### config.mk
export PLATFORM = sky130hd
export DESIGN_NAME = abst_ctrl
export DESIGN_NICKNAME = d
export VERILOG_FILES = /design/src/rtl/core/abst_pkg.sv /design/src/rtl/core/abst_ctrl.sv
export SDC_FILE = /design/constraint.sdc
export NUM_CORES = 1
export LEC_CHECK = 0
export BUFFER_PORTS_ARGS = -buffer_cell sky130_fd_sc_hd__buf_2
export CORE_UTILIZATION = 30
export DETAILED_ROUTE_END_ITERATION = 10
export PLACE_DENSITY = 0.47
export SYNTH_ARGS = -nofsm -noshare
export SYNTH_HDL_FRONTEND = slang
export SYNTH_SLANG_ARGS = --single-unit
### constraint.sdc
create_clock -name i_clk -period 3.2 [get_ports i_clk]
set_input_delay 0.16 -clock i_clk [delete_from_list [all_inputs] [get_ports i_clk]]
set_output_delay 0.16 -clock i_clk [all_outputs]
set_load 0.005 [all_outputs]
### src/rtl/core/abst_pkg.sv
`timescale 1ns / 1ps

package abst_pkg;

    // Operation codes of an input item.
    localparam logic OP_INSERT = 1'b0;
    localparam logic OP_FETCH  = 1'b1;

    // Traversal orders selected by the order register.
    localparam logic [1:0] ORD_IN    = 2'd0;
    localparam logic [1:0] ORD_PRE   = 2'd1;
    localparam logic [1:0] ORD_POST  = 2'd2;
    localparam logic [1:0] ORD_LEVEL = 2'd3;

    // Result status codes.
    localparam logic [1:0] STAT_OK   = 2'd0;
    localparam logic [1:0] STAT_DROP = 2'd1;
    localparam logic [1:0] STAT_END  = 2'd2;

    // Controller states.
    typedef enum logic [4:0] {
        S_CLEAR,
        S_IDLE,
        S_WAIT,
        S_INS,
        S_ROOT,
        S_FC,
        S_PDA,
        S_PDB,
        S_KEY,
        S_NEXT,
        S_INX,
        S_INUP,
        S_PRA,
        S_PRB,
        S_PRUP,
        S_PRC,
        S_PO,
        S_POX,
        S_LVSTEP,
        S_LV,
        S_EMIT
    } t_state;

    // Source of the probe index.
    typedef enum logic [3:0] {
        J_HOLD,
        J_ZERO,
        J_CHILD_INS,
        J_2J1,
        J_2J2,
        J_2I1,
        J_IM1,
        J_I,
        J_NEXT,
        J_LEVEL
    } t_jsel;

    // Source of the working index.
    typedef enum logic [1:0] {
        I_HOLD,
        I_J,
        I_P
    } t_isel;

    // Source of the stored following slot.
    typedef enum logic [2:0] {
        N_HOLD,
        N_I,
        N_J,
        N_P,
        N_NONE
    } t_nsel;

    // Result register load.
    typedef enum logic [1:0] {
        O_HOLD,
        O_INSERT,
        O_END,
        O_KEY
    } t_osel;

    typedef struct packed {
        t_jsel jsel;
        t_isel isel;
        t_nsel nsel;
        t_osel osel;
        logic  key_load;
        logic  kbuf_load;
        logic  clear_en;
    } t_ctl;

    typedef struct packed {
        logic occ;
        logic j_in_range;
        logic i_zero;
        logic i_even;
        logic lv_end;
        logic next_none;
        logic clr_last;
    } t_stat;

endpackage

### src/rtl/core/abst_ctrl.sv
`timescale 1ns / 1ps

module abst_ctrl
    import abst_pkg::*;
(
    input  logic       i_clk,
    input  logic       i_rst_n,
    input  logic       i_in_valid,
    output logic       o_in_stall,
    input  logic       i_op,
    output logic       o_out_valid,
    input  logic       i_out_stall,
    input  logic       i_cfg_wr_en,
    input  logic [1:0] i_cfg_wr_data,
    input  t_stat      i_stat,
    output t_ctl       o_ctl
);

    t_state     r_state, n_state;
    t_state     r_ret, n_ret;
    logic       r_in_next, n_in_next;
    logic       r_started, n_started;
    logic       r_done, n_done;
    logic       r_out_valid, n_out_valid;
    logic [1:0] r_order;
    logic       in_acc;

    assign in_acc     = i_in_valid && !o_in_stall;
    assign o_in_stall = (r_state != S_IDLE) || r_out_valid;
    assign o_out_valid = r_out_valid;

    // Next state and traversal flags.
    always_comb begin
        n_state     = r_state;
        n_ret       = r_ret;
        n_in_next   = r_in_next;
        n_started   = r_started;
        n_done      = r_done;
        n_out_valid = r_out_valid && i_out_stall;
        case (r_state)
            S_CLEAR: begin
                if (i_stat.clr_last) begin
                    n_state = S_IDLE;
                end
            end
            S_IDLE: begin
                if (in_acc) begin
                    n_in_next = 1'b0;
                    if (i_op == OP_INSERT) begin
                        n_started = 1'b0;
                        n_done    = 1'b0;
                        n_ret     = S_INS;
                        n_state   = S_WAIT;
                    end else if (!r_started) begin
                        n_started = 1'b1;
                        n_ret     = S_ROOT;
                        n_state   = S_WAIT;
                    end else if (r_done || i_stat.next_none) begin
                        n_done      = 1'b1;
                        n_out_valid = 1'b1;
                    end else begin
                        n_ret   = S_KEY;
                        n_state = S_WAIT;
                    end
                end
            end
            S_WAIT: n_state = r_ret;
            S_INS: begin
                if (i_stat.occ) begin
                    n_state = S_WAIT;
                end else begin
                    n_out_valid = 1'b1;
                    n_state     = S_IDLE;
                end
            end
            S_ROOT: begin
                if (!i_stat.occ) begin
                    n_done      = 1'b1;
                    n_out_valid = 1'b1;
                    n_state     = S_IDLE;
                end else if (r_order == ORD_IN) begin
                    n_ret   = S_FC;
                    n_state = S_WAIT;
                end else if (r_order == ORD_POST) begin
                    n_ret   = S_PDA;
                    n_state = S_WAIT;
                end else begin
                    n_state = S_KEY;
                end
            end
            S_FC, S_PDB: begin
                if (i_stat.occ) begin
                    n_ret   = (r_state == S_FC) ? S_FC : S_PDA;
                    n_state = S_WAIT;
                end else if (r_in_next) begin
                    n_state = S_EMIT;
                end else begin
                    n_ret   = S_KEY;
                    n_state = S_WAIT;
                end
            end
            S_PDA: begin
                n_ret   = i_stat.occ ? S_PDA : S_PDB;
                n_state = S_WAIT;
            end
            S_KEY: begin
                n_in_next = 1'b1;
                n_state   = S_NEXT;
            end
            S_NEXT: begin
                case (r_order)
                    ORD_IN: begin
                        n_ret   = S_INX;
                        n_state = S_WAIT;
                    end
                    ORD_PRE: begin
                        n_ret   = S_PRA;
                        n_state = S_WAIT;
                    end
                    ORD_POST: n_state = S_PO;
                    default:  n_state = S_LVSTEP;
                endcase
            end
            S_INX: begin
                if (i_stat.occ) begin
                    n_ret   = S_FC;
                    n_state = S_WAIT;
                end else begin
                    n_state = S_INUP;
                end
            end
            S_INUP: begin
                if (i_stat.i_zero || i_stat.i_even) begin
                    n_state = S_EMIT;
                end
            end
            S_PRA: begin
                if (i_stat.occ) begin
                    n_state = S_EMIT;
                end else begin
                    n_ret   = S_PRB;
                    n_state = S_WAIT;
                end
            end
            S_PRB: n_state = i_stat.occ ? S_EMIT : S_PRUP;
            S_PRUP: begin
                if (i_stat.i_zero) begin
                    n_state = S_EMIT;
                end else if (i_stat.i_even) begin
                    n_ret   = S_PRC;
                    n_state = S_WAIT;
                end
            end
            S_PRC: n_state = i_stat.occ ? S_EMIT : S_PRUP;
            S_PO: begin
                if (!i_stat.i_zero && i_stat.i_even) begin
                    n_ret   = S_POX;
                    n_state = S_WAIT;
                end else begin
                    n_state = S_EMIT;
                end
            end
            S_POX: begin
                if (i_stat.occ) begin
                    n_ret   = S_PDA;
                    n_state = S_WAIT;
                end else begin
                    n_state = S_EMIT;
                end
            end
            S_LVSTEP: begin
                if (i_stat.lv_end) begin
                    n_state = S_EMIT;
                end else begin
                    n_ret   = S_LV;
                    n_state = S_WAIT;
                end
            end
            S_LV: n_state = i_stat.occ ? S_EMIT : S_LVSTEP;
            S_EMIT: begin
                n_out_valid = 1'b1;
                n_state     = S_IDLE;
            end
            default: n_state = S_IDLE;
        endcase
    end

    // Datapath commands.
    always_comb begin
        o_ctl = '{jsel: J_HOLD, isel: I_HOLD, nsel: N_HOLD, osel: O_HOLD,
                  key_load: 1'b0, kbuf_load: 1'b0, clear_en: 1'b0};
        case (r_state)
            S_CLEAR: o_ctl.clear_en = 1'b1;
            S_IDLE: begin
                if (in_acc) begin
                    if (i_op == OP_INSERT) begin
                        o_ctl.key_load = 1'b1;
                        o_ctl.jsel     = J_ZERO;
                    end else if (!r_started) begin
                        o_ctl.jsel = J_ZERO;
                    end else if (r_done || i_stat.next_none) begin
                        o_ctl.osel = O_END;
                    end else begin
                        o_ctl.jsel = J_NEXT;
                    end
                end
            end
            S_INS: begin
                if (i_stat.occ) begin
                    o_ctl.jsel = J_CHILD_INS;
                end else begin
                    o_ctl.osel = O_INSERT;
                end
            end
            S_ROOT: begin
                if (!i_stat.occ) begin
                    o_ctl.osel = O_END;
                end else if (r_order == ORD_IN || r_order == ORD_POST) begin
                    o_ctl.isel = I_J;
                    o_ctl.jsel = J_2J2;
                end
            end
            S_FC, S_PDB: begin
                if (i_stat.occ) begin
                    o_ctl.isel = I_J;
                    o_ctl.jsel = J_2J2;
                end else if (r_in_next) begin
                    o_ctl.nsel = N_I;
                end else begin
                    o_ctl.jsel = J_I;
                end
            end
            S_PDA: begin
                if (i_stat.occ) begin
                    o_ctl.isel = I_J;
                    o_ctl.jsel = J_2J2;
                end else begin
                    o_ctl.jsel = J_2I1;
                end
            end
            S_KEY: o_ctl.kbuf_load = 1'b1;
            S_NEXT: begin
                o_ctl.isel = I_J;
                if (r_order == ORD_IN) begin
                    o_ctl.jsel = J_2J1;
                end else if (r_order == ORD_PRE) begin
                    o_ctl.jsel = J_2J2;
                end
            end
            S_INX: begin
                if (i_stat.occ) begin
                    o_ctl.isel = I_J;
                    o_ctl.jsel = J_2J2;
                end
            end
            S_INUP: begin
                if (i_stat.i_zero) begin
                    o_ctl.nsel = N_NONE;
                end else if (i_stat.i_even) begin
                    o_ctl.nsel = N_P;
                end else begin
                    o_ctl.isel = I_P;
                end
            end
            S_PRA: begin
                if (i_stat.occ) begin
                    o_ctl.nsel = N_J;
                end else begin
                    o_ctl.jsel = J_2I1;
                end
            end
            S_PRB: begin
                if (i_stat.occ) begin
                    o_ctl.nsel = N_J;
                end
            end
            S_PRUP: begin
                if (i_stat.i_zero) begin
                    o_ctl.nsel = N_NONE;
                end else if (i_stat.i_even) begin
                    o_ctl.jsel = J_IM1;
                end else begin
                    o_ctl.isel = I_P;
                end
            end
            S_PRC: begin
                if (i_stat.occ) begin
                    o_ctl.nsel = N_J;
                end else begin
                    o_ctl.isel = I_P;
                end
            end
            S_PO: begin
                if (i_stat.i_zero) begin
                    o_ctl.nsel = N_NONE;
                end else if (i_stat.i_even) begin
                    o_ctl.jsel = J_IM1;
                end else begin
                    o_ctl.nsel = N_P;
                end
            end
            S_POX: begin
                if (i_stat.occ) begin
                    o_ctl.isel = I_J;
                    o_ctl.jsel = J_2J2;
                end else begin
                    o_ctl.nsel = N_P;
                end
            end
            S_LVSTEP: begin
                if (i_stat.lv_end) begin
                    o_ctl.nsel = N_NONE;
                end else begin
                    o_ctl.jsel = J_LEVEL;
                end
            end
            S_LV: begin
                if (i_stat.occ) begin
                    o_ctl.nsel = N_J;
                end
            end
            S_EMIT: o_ctl.osel = O_KEY;
            default: begin
            end
        endcase
    end

    // State, flags and the order register.
    always_ff @(posedge i_clk) begin
        if (!i_rst_n) begin
            r_state     <= S_CLEAR;
            r_ret       <= S_IDLE;
            r_in_next   <= 1'b0;
            r_started   <= 1'b0;
            r_done      <= 1'b0;
            r_out_valid <= 1'b0;
            r_order     <= ORD_IN;
        end else begin
            r_state     <= n_state;
            r_ret       <= n_ret;
            r_in_next   <= n_in_next;
            r_out_valid <= n_out_valid;
            if (i_cfg_wr_en) begin
                r_order   <= i_cfg_wr_data;
                r_started <= 1'b0;
                r_done    <= 1'b0;
            end else begin
                r_started <= n_started;
                r_done    <= n_done;
            end
        end
    end

    // The input side takes nothing during the clearing pass.
    a_clear_no_accept: assert property (@(posedge i_clk) disable iff (!i_rst_n)
        r_state == S_CLEAR |-> !in_acc && !r_out_valid)
        else $error("item taken during clearing pass");

    // A new item is only taken once the previous result has been transferred.
    a_accept_free: assert property (@(posedge i_clk) disable iff (!i_rst_n)
        in_acc |-> !r_out_valid)
        else $error("item taken while a result waits");

    // A finished traversal must have been started.
    a_done_started: assert property (@(posedge i_clk) disable iff (!i_rst_n)
        r_done |-> r_started)
        else $error("traversal finished without start");

    // A key is only emitted within a started traversal.
    a_emit_started: assert property (@(posedge i_clk) disable iff (!i_rst_n)
        r_state == S_EMIT |-> r_started && r_in_next)
        else $error("key emitted outside a traversal");

    // A result appears only when work ends.
    a_result_rise: assert property (@(posedge i_clk) disable iff (!i_rst_n)
        $rose(r_out_valid) |-> r_state == S_IDLE)
        else $error("result raised while busy");

endmodule

## Word-level counts from Yosys, hierarchy flattened

Cells that the tools add are included.
Widths: inputs -> output; s select.

- Bits in registers: 16
- Latch bits: 0
- Memory bits (writable): 0
- ROM bits: 0
- Input port bits: 15
- Output and inout bits: 16
- Logic and storage cells: 180
- Memories kept: 0

- $add $sub $neg: 0
- Multiply operators: 0
- Div/mod/pow operators: 0
- Order comparisons: 0
- Equal/unequal tests: 42
- Shift-type cells: 0
- Multiplexer cells: 103
- Bitwise gates (word level): 1
- Reductions and logical operators: 27

Operators with widths:

| kind | number |
|---|---|
| $mux 5 | 33 |
| $pmux 5 s18 | 1 |
| $pmux 5 s11 | 1 |
| $mux 4 | 12 |
| $pmux 4 s11 | 1 |
| $eq 5x4->1 const B | 8 |
| $mux 3 | 10 |
| $mux 2 | 13 |
| $eq 5x5->1 const B | 5 |
| $ne 2x2->1 const B | 12 |
| $mux 1 | 22 |
| $pmux 3 s7 | 1 |
| $eq 5x3->1 const B | 4 |
| $pmux 5 s2 | 2 |
| $ne 3x3->1 const B | 6 |
| $pmux 2 s7 | 1 |
| $reduce_and 14->1 | 1 |
| $mux 6 | 2 |
| $reduce_or 2->1 | 6 |
| $reduce_bool 11->1 | 1 |
| $eq 5x2->1 const B | 2 |
| $reduce_and 5->1 | 2 |
| $pmux 2 s4 | 1 |
| $eq 5x1->1 const B | 1 |
| other kinds (16) | 25 |

## Depth between registers and ports, before layout

Gate-level depths: netlist of the first run.

- Depth in word-level cells: 6
- Mapped depth: 8
- Mapped depth without buffers: 5

## Worst setup path after synthesis of the first run

OpenSTA, ideal clock, no wires.

- Path kind: reg2reg
- Start: reg r_state[1]
- End: reg r_ret[3]
- Library setup time: 0.116 ns
- Arrival time: 1.476 ns
- Required time: 3.084 ns
- Slack: 1.608 ns
- Cell stages (with the launch flop): 6
- Buffers on the path: 0
- Clock period less this slack: 1.592 ns
- Path through: dfxtp_1 > or4b_4 > a21oi_4 > a22oi_2 > a41o_1 > o211a_1

- Cells in the longest elaborated chain, start to end: 6
- Elaborated cells on any way between the ends: 33
- Classes of those cells: eq/ne: 26; mux: 1; reduce/logical: 6

Ends and longest elaborated chain:

| what | RTL line | RTL |
|---|---|---|
| start, declared | abst_ctrl.sv:19 | `t_state r_state, n_state;` |
| start signal, assigned | abst_ctrl.sv:339 | `r_state <= n_state;` |
| $ne 5x1->1 | abst_ctrl.sv:29 | `assign o_in_stall = (r_state != S_IDLE) \|\| r_out_valid;` |
| $logic_or 1x1->1 | abst_ctrl.sv:29 |  |
| $logic_not 1->1 | abst_ctrl.sv:28 | `assign in_acc = i_in_valid && !o_in_stall;` |
| $logic_and 1x1->1 | abst_ctrl.sv:28 |  |
| $ne 2x2->1 (no source line) | -- |  |
| $reduce_and 14->1 (no source line) | -- |  |
| end signal, assigned | abst_ctrl.sv:340 | `r_ret <= n_ret;` |
| end, declared | abst_ctrl.sv:20 | `t_state r_ret, n_ret;` |

Parallel ways exist; a longest one is shown, timed or not.
A chain may end at the register's enable or synchronous reset.

==> summary by stage, run 1 <==
Run status
The run finished with clean final reports.

Clock network
The clock slew seen by the registers of the worst setup and hold paths is 0.06 ns. Post-CTS repair changed the size of 0 cells. The maximum clock path buffer count is 2.

The number of hold buffers added after CTS was 0. CTS built an H-tree with a depth of 1. The tree built by TritonCTS fans out to 16 sinks. The cell at the root of the clock tree is sky130_fd_sc_hd__clkbuf_8.

The clock latency at the later pin of the worst-skew pair is 0.25 ns. The TritonCTS clock tree is yes. The number of CTS-inserted buffers is 3. The count of buffers added by post-CTS timing repair for setup is 0.

Floorplanning
The die boundary height is 82.8 um. The die footprint is 0.00686 mm2. The area of the core is about 0.0063 mm2. For this configuration, the core starts out at a cell density of between 30% and 40%.

The cell row count is 29. 31 I/O pins were placed. The width of the die is around 83 um.

Place
The placed wire-length estimate is between 5000 and 6000 um. Port buffering added 29 buffers. The worst setup timing slack at the placement stage is 0.751 ns. The final weighted congestion in routability-driven placement is 0.877.

Global routing
The overflow left after global routing is 0. The number of global-route vias before repair is just over 2k. The wire length of the first global-routing pass is between 10,000 and 15,000 um.

Global routing used 31.7% of the available met2 tracks. The largest net degree at the start of global routing is 31. The total track usage is 19.9%. The number of antenna violations at the first check in global routing is 0. The met1 usage is 27.9%.

The most heavily used metal layer in global routing is met2. The met3 usage is 2.88%.

Synthesis
The instance count of the mapped netlist is about 280. The part of the Yosys area used for sequential elements is 16.3%. Among all flip-flop cells after synthesis, the most frequent one is sky130_fd_sc_hd__dfxtp_1. In the synthesized netlist the async set-or-reset flop fraction comes to 0%. The synthesized netlist net count is 292. The cell area after synthesis is a little under 0.002 mm2. The synthesis warning total is 0.

Synthesis inferred 16 register bits. In this run, synthesis inferred 0 flip-flops with an integrated enable. Yosys attributes the largest share of cell area to sky130_fd_sc_hd__dfxtp_1, sky130_fd_sc_hd__nand2_1, sky130_fd_sc_hd__nor2_1. The synthesized design devotes to its leading area cell type 16.3% of total area. After synthesis, the mean cell area works out to 7.08 um2.

Summed over all instances, the cell type with the most area after synthesis is sky130_fd_sc_hd__dfxtp_1. The number of distinct library cells after synthesis is 67.

Critical path
At the worst endpoint, the arrival time is 2.54 ns. The critical path in this run is classified as reg2out. The critical path startpoint category is a register. The type of destination of the critical path is an output pin. The highest net fanout along the worst path is 30. The required time of the worst setup path is 3.04 ns.

Finish
The repair_antennas step left the layout with diodes totalling 0. The post-layout net count is between 300 and 400. The area added between synthesis and finish is 9.44%. The core utilization of the finished layout is 34.0%.

The fraction of final layout cells with drive strength greater than 1 is 18.8%.

Timing
The final setup violation count is 0. For the pin with the worst max-slew slack, the measured transition is 1.11 ns. Setup repair after global routing left no endpoint under its margin. After layout, the worst setup slack is roughly 0.50 ns. The final setup skew is 0.00280 ns. Of the available clock period, the critical path in the final layout requires a little over four fifths. The final period demand of the worst path is approximately 2.7 ns. The worst slew margin relative to its limit is 26.2%. The number of max-slew violations in the final report is 0. The total count of hold-check failures in the final report is 0. The total negative setup slack is 0 ns. The achievable frequency is 371 MHz.

Route
The number of nets with antenna violations after routing is 0. The wire length per cell is approximately 18 um. After detailed routing, the number of vias per cell comes to 5.89. In the routed design, unresolved DRC markers number 0. The vias after detailed routing is 2,175.

The pre-antenna-repair detailed-routing pass consisted of 5 iterations. The count of routing violations after the opening detailed-route iteration is 207. The total wire length after detailed routing is around 6800 um.

Pwr
The analysis attributes to cell leakage a power of 0.858 nW. Dividing total power by cell area gives a power density of 232 mW/mm2. The maximum VDD drop is roughly 0.16 mV.

Job
Across the run, the number of max-cap violations was 0.

Min path
The path type of the worst min-delay path is in2reg.
## cell families (layout without fill, tap and decap cells)
logic type             count (synthesis)  in the layout  synth area share (%)
buffers and inverters                 30             45                  8.81
AO/OA/AOI/OAI                         81             81                  29.2
multiplexers                           7              7                  3.57
flip-flops                            16             16                  16.3
XOR/XNOR                               2              2                 0.894
AND/OR/NAND/NOR                      141            141                  41.2
## power by group
group          total (mW)  switching [mW]  internal, mW
logic               0.123          0.0730        0.0495
registers           0.222          0.0152         0.207
clock network       0.153          0.0698        0.0835
## worst max-delay path, stage by stage (launching register included)
cell and delay (ns):
sky130_fd_sc_hd__dfxtp_1 1.05, sky130_fd_sc_hd__nor2b_4 0.42, sky130_fd_sc_hd__nand3_1 0.19, sky130_fd_sc_hd__o32a_1 0.37
sky130_fd_sc_hd__nand3_1 0.12, sky130_fd_sc_hd__buf_2 0.13
## layout by cell type, fill, tap and decap left out, types with 3 or more instances in the layout
cell type	n
sky130_fd_sc_hd__nand4_1	6
sky130_fd_sc_hd__buf_2	29
sky130_fd_sc_hd__nor2b_1	10
sky130_fd_sc_hd__mux2i_1	7
sky130_fd_sc_hd__o22ai_1	7
sky130_fd_sc_hd__nor3_1	13
sky130_fd_sc_hd__a21o_1	3
sky130_fd_sc_hd__nor2_1	25
sky130_fd_sc_hd__or3b_1	5
sky130_fd_sc_hd__a21oi_1	15
sky130_fd_sc_hd__nor3b_1	3
sky130_fd_sc_hd__o21ai_1	7
sky130_fd_sc_hd__a211oi_1	3
sky130_fd_sc_hd__and2_1	3
sky130_fd_sc_hd__nand3b_1	3
sky130_fd_sc_hd__and3_1	7
sky130_fd_sc_hd__dfxtp_1	16
sky130_fd_sc_hd__a311oi_1	4
sky130_fd_sc_hd__buf_4	7
sky130_fd_sc_hd__o21ai_0	12
sky130_fd_sc_hd__nand2_1	27
sky130_fd_sc_hd__inv_1	4
sky130_fd_sc_hd__clkbuf_8	3
sky130_fd_sc_hd__nand3_1	8
sky130_fd_sc_hd__nand2b_1	13
## state kept, by name, indices dropped and copies added, names as in the netlist
name	cells
r_started	1
r_state	5
r_in_next	1
r_done	1
r_ret	5
o_out_valid	1
r_order	2
## worst paths after layout
kind | start | end | slack [ns] | cells past startpoint
hold / removal | i_cfg_wr_data[0] | r_order[0]$_SDFFE_PN0P_ | 0.15 | 3
setup / recovery | r_state[3]$_SDFFE_PN0P_ | o_ctl[11] | 0.50 | 5
hold reg to reg | r_ret[2]$_SDFFE_PN0P_ | r_ret[2]$_SDFFE_PN0P_ | 0.46 | 2
setup reg to reg | r_state[3]$_SDFFE_PN0P_ | r_ret[2]$_SDFFE_PN0P_ | 0.72 | 5
## routing by layer
metal	part of all wire, %	up-vias
met2	45	87
met3	6.4	10
li1	-	1059
met5	0	-
met1	46	1019
met4	1.8	0
## cell usage after synthesis (3+ instances only)
library cell,count
sky130_fd_sc_hd__a211oi_1,3
sky130_fd_sc_hd__a21o_1,3
sky130_fd_sc_hd__a21oi_1,15
sky130_fd_sc_hd__a311oi_1,4
sky130_fd_sc_hd__and2_1,3
sky130_fd_sc_hd__and3_1,7
sky130_fd_sc_hd__buf_2,9
sky130_fd_sc_hd__buf_4,9
sky130_fd_sc_hd__clkbuf_1,3
sky130_fd_sc_hd__dfxtp_1,16
sky130_fd_sc_hd__inv_1,4
sky130_fd_sc_hd__mux2i_1,7
sky130_fd_sc_hd__nand2_1,27
sky130_fd_sc_hd__nand2b_1,13
sky130_fd_sc_hd__nand3_1,8
sky130_fd_sc_hd__nand3b_1,3
sky130_fd_sc_hd__nand4_1,6
sky130_fd_sc_hd__nor2_1,25
sky130_fd_sc_hd__nor2b_1,10
sky130_fd_sc_hd__nor3_1,13
sky130_fd_sc_hd__nor3b_1,3
sky130_fd_sc_hd__o21ai_0,12
sky130_fd_sc_hd__o21ai_1,7
sky130_fd_sc_hd__o22ai_1,7
sky130_fd_sc_hd__or3b_1,5
## metrics by stage
step | hold slack, ns | cells | instance area [um2] | power, mW
6_report | 0.146 | 369 | 2150 | 0.498
3_5_place_dp | 0.401 | 366 | 2100 | 0.346
5_1_grt | 0.161 | 369 | 2150 | 0.527
4_1_cts | 0.140 | 369 | 2150 | 0.505
2_1_floorplan | 0.239 | 277 | 1960 | 0.307
3_3_place_gp | 0.395 | 366 | 2100 | 0.348
## final cells by class
class	count	area (um2)
fill	724	4170
clock buffer	3	41.3
multi-input combinational	231	1470
sequential	16	320
timing repair buffer	36	198
tap	77	96.3
inverter	6	22.5
Power figures use the tool's default switching activity.
==> inputs of run 2 (changes only) <==
--- a/config.mk
+++ b/config.mk
@@ -5,6 +5,7 @@
 export SDC_FILE = /design/constraint.sdc
 export NUM_CORES = 1
 export LEC_CHECK = 0
+export ABC_AREA = 1
 export BUFFER_PORTS_ARGS = -buffer_cell sky130_fd_sc_hd__buf_2
 export CORE_UTILIZATION = 30
 export DETAILED_ROUTE_END_ITERATION = 10
==> constraint.sdc (replaced) <==
create_clock -name i_clk -period 2.6 [get_ports i_clk]
set_input_delay 0.13 -clock i_clk [delete_from_list [all_inputs] [get_ports i_clk]]
set_output_delay 0.13 -clock i_clk [all_outputs]
set_load 0.005 [all_outputs]
==> run 2 against run 1 <==
Critical path depth grew 4. Clock-buffer cell count is 1 higher. Cell count rose by 6.5%. Synthesized area fell by 16%. Global-route usage up 0.46 points. Total power increased by 62%. Via count down 8.9%. Combinational power up 120%. Routed wire length fell by 17%. Critical path type unchanged. Largest cell class unchanged.
==> summary by stage, run 2 <==
Run status
The flow ran to the end, and the final reports show no timing, DRC or antenna violations.

Clock network
The number of clock sinks was 16 (unchanged). The number of gates given a new drive strength after cts was 0 (unchanged). The clock latency at the later pin of the worst-skew pair was 0.26 ns (about the same). The tree is rooted in a sky130_fd_sc_hd__clkbuf_8. The count of buffers added by post-CTS timing repair for setup came to 0 (unchanged).

The number of CTS-inserted buffers is 3 (unchanged). The maximum level of the CTS H-tree came to 1 (unchanged). The maximum clock path buffer count is 2 (unchanged). The clock slew seen by the registers of the worst setup and hold paths is 0.07 ns (about the same).

TritonCTS built the clock tree. The number of buffers added to fix hold violations after cts is 0 (unchanged).

Global routing
The met3 usage is 1.44% (-1.4 points). The wire length of the first global-routing pass is 9330 um (-15%). The number of antenna violations at the first check in global routing is 0 (unchanged). The overflow left after global routing is 0 (unchanged).

The routing usage on met2 is 35.4% (+3.6 points). The number of global-route vias before repair came to 1,917 (-7.7%). After global routing, the most crowded layer is met2.

The met1 usage is 26.9% (-1.1 points). The largest net degree at the start of global routing is 16 (-48%). The total track usage is 20.3% (+0.46 points).

Synthesis
The instance count of the mapped netlist is 295 (+6.5%). The leading register cell type out of synthesis is sky130_fd_sc_hd__dfxtp_1. The number of distinct library cells after synthesis was 27 (-60%). The synthesis warning total is 0 (unchanged).

The share of flip-flops with an asynchronous set or reset is 0% (unchanged). The share of the synthesized area in the top cell type came to 19.4% (+3.1 points). Sorting the synthesized cells by area gives the leading types as sky130_fd_sc_hd__dfxtp_1, sky130_fd_sc_hd__nand2_1, sky130_fd_sc_hd__nor2_1. The part of the Yosys area used for sequential elements is 19.4% (+3.1 points).

The number of enable-type register cells in the synthesized netlist is 0 (unchanged). The flop and latch count out of synthesis is 16 (unchanged). The synthesized netlist net count came to 310 (+6.2%). The dominant cell by count in the synthesized netlist is sky130_fd_sc_hd__nand2_1.

Counting instances in the post-synthesis netlist gives the leading cell types as sky130_fd_sc_hd__nand2_1, sky130_fd_sc_hd__nor2_1, sky130_fd_sc_hd__inv_1. The mean instance size in the synthesized netlist was 5.59 um2 (-21%). The cell area after synthesis is 0.00165 mm2 (-16%).

The biggest area consumer among synthesized cells is sky130_fd_sc_hd__dfxtp_1.

Critical path
The type of the setup path with the least slack is reg2out. STA classifies the critical path startpoint as a register. The highest net fanout along the worst path is 6 (-80%). The count of buffer and inverter cells on the critical path is 4 (+3). The arrival time at the worst endpoint is 1.99 ns (-0.55 ns). On the critical path the largest part of the delay comes from simple AND/OR/NAND/NOR gates. The required time of the worst setup path came to 2.47 ns (-0.57 ns). Traced cell by cell, the critical path runs through inv_2 -> nor2_1 -> nand3_2 -> inv_1 -> nand3_2 -> inv_1 -> nand3_1 -> nand3b_1 -> buf_2. The largest individual stage delay along the critical path comes from the cell sky130_fd_sc_hd__dfxtp_1. The largest incremental delay on the critical path is 0.53 ns (-0.52 ns).

The type of destination of the critical path is an output pin.

Floorplanning
The width of the die is 76.1 um (-8.1%). The starting density of the core was 31.7% (+0.63 points). The die footprint was 0.00580 mm2 (-16%). The cell row count is 26 (-10%). The die boundary height is 76.1 um (-8.1%). The area of the core is 0.00520 mm2 (-18%). The I/O pin count came to 31 (unchanged).

Finish
The largest registers in the layout are r_ret (5), r_state (5), r_order (2). The fraction of final layout cells with drive strength greater than 1 is 19.8% (+0.98 points). The post-layout net count is 339 (+9.7%). The number of fillers in the final layout is 617 (-15%). The antenna cell count is 0 (unchanged). The leading cell type in the layout, fill and taps excluded is sky130_fd_sc_hd__nand2_1.

The multi-input gate area in the final layout is 0.00113 mm2 (-23%). From synthesis to final layout, the design area changed by 15.2%. The area taken by flip-flops and latches was 320 um2 (unchanged). In the layout the commonest cells are sky130_fd_sc_hd__nand2_1, sky130_fd_sc_hd__nor2_1, sky130_fd_sc_hd__inv_1, sky130_fd_sc_hd__buf_2, sky130_fd_sc_hd__nand3_1.

Job
The number of max-cap violations was 0 (unchanged).

Timing
The number of max-slew violations in the final report is 0 (unchanged). The final setup violation count is 0 (unchanged). Setup repair after global routing left no endpoint under its margin. The total count of hold-check failures in the final report is 0 (unchanged).

The achievable frequency is 472 MHz. The final setup skew was 0.00924 ns (+0.00644 ns). The worst slack on hold paths came to 0.163 ns (+0.0173 ns). The total negative setup slack is 0 ns (unchanged). The final period demand of the worst path is 2.12 ns. The final clock period utilization by the worst path is about four fifths. The transition time of the tightest slew-check pin is 0.402 ns (-0.704 ns). The worst slew margin relative to its limit came to 72.9% (+47 points).

Pwr
The maximum VDD drop is 0.165 mV (+5.8%). The reported leakage power is 1.04 nW (+22%). The power density over the cells is 424 mW/mm2 (+83%).

Place
The number of port buffers came to 29 (unchanged). The placed wire-length estimate is 4620 um (-8.0%). The final weighted congestion in routability-driven placement is 0.896 (+2.2%).

Route
The total wire length after detailed routing is 5660 um (-17%). The count of routing violations after the opening detailed-route iteration is 105 (-49%). The number of iterations in the first detailed-routing pass came to 4 (-1). The detailed-route vias per instance is 5.04 (-14%). The wire length per cell came to 14.4 um (-22%). The number of nets with antenna violations after routing is 0 (unchanged). The vias after detailed routing was 1,982 (-8.9%). The DRC violations left is 0 (unchanged).

Min path
The tightest min-delay check is of the in2reg type.
==> run 2: cell types whose count changed after synthesis, moves of 7 or more <==
cell,before,now
sky130_fd_sc_hd__nand2b_1,13,0
sky130_fd_sc_hd__buf_2,9,0
sky130_fd_sc_hd__nor2_1,25,51
sky130_fd_sc_hd__nor2_2,1,10
sky130_fd_sc_hd__buf_4,9,1
sky130_fd_sc_hd__nand2_2,0,7
sky130_fd_sc_hd__nand2_1,27,67
sky130_fd_sc_hd__nor2b_1,10,0
sky130_fd_sc_hd__inv_1,4,40
sky130_fd_sc_hd__and3_1,7,0
sky130_fd_sc_hd__o22ai_1,7,0
sky130_fd_sc_hd__mux2i_1,7,0
sky130_fd_sc_hd__nand3_1,8,25
==> run 2: final cells by class <==
cell class,count,area share [%]
Timing Repair Buffer,29,7.64
Clock buffer,4,2.90
Tap cell,70,4.61
Inverter,43,8.50
Multi-Input combinational cell,231,59.5
Sequential cell,16,16.9
==> run 2: routing by layer <==
metal | vias to the layer above | part of all wire, %
met5 | - | 0
met4 | 0 | 0.85
met3 | 4 | 5.3
met2 | 80 | 46
met1 | 882 | 47
li1 | 1016 | -
==> run 2: cells by family after synthesis <==
kind of cell / count (synthesis) / synth area share, %
compound gates: 42 / 14.7
buf+inv: 48 / 12.1
flops: 16 / 19.4
simple gates: 189 / 53.8
==> run 2: worst register-to-register path, cell delays in order (launching register included) <==
cell                      delay (ns)
sky130_fd_sc_hd__dfxtp_1        0.53
sky130_fd_sc_hd__inv_2          0.20
sky130_fd_sc_hd__nand3_1        0.22
sky130_fd_sc_hd__nor2_2         0.12
sky130_fd_sc_hd__nand2_1        0.09
sky130_fd_sc_hd__nand2_1        0.05
sky130_fd_sc_hd__nor2_1         0.11
sky130_fd_sc_hd__nand3_2        0.16
sky130_fd_sc_hd__nor2_4         0.19
sky130_fd_sc_hd__inv_2          0.06
sky130_fd_sc_hd__nor2_1         0.11
sky130_fd_sc_hd__nor2_1         0.06
==> run 2: path summary, 6_finish.rpt <==
path	slack [ns]	cells past startpoint	from	end
setup reg to reg	0.57	11	r_state[4]$_SDFFE_PN0P_	r_ret[1]$_SDFFE_PN0P_
hold / removal	0.16	3	i_cfg_wr_data[0]	r_order[0]$_SDFFE_PN0P_
setup / recovery	0.48	9	r_state[0]$_SDFFE_PN0P_	o_ctl[4]
hold reg to reg	0.48	2	r_in_next$_SDFFE_PN0P_	r_in_next$_SDFFE_PN0P_
==> run 2: power by group <==
group / internal, mW / total [mW] / switching (mW)
clock network: 0.135 / 0.229 / 0.0944
logic: 0.0896 / 0.276 / 0.186
registers: 0.273 / 0.301 / 0.0276
==> run 2: stage by stage <==
stage / instances / util [%] / power, mW / worst slack (ns) / instance area (um2)
final: 393 / 36.5 / 0.806 / 0.481 / 1900
after global routing: 393 / 36.5 / 0.873 / 0.297 / 1900
after detailed placement: 389 / 35.4 / 0.581 / 0.627 / 1840
after global placement: 389 / 35.4 / 0.581 / 0.590 / 1840
after floorplan: 295 / - / 0.496 / 1.10 / 1650
after CTS: 393 / 36.5 / 0.812 / 0.475 / 1900
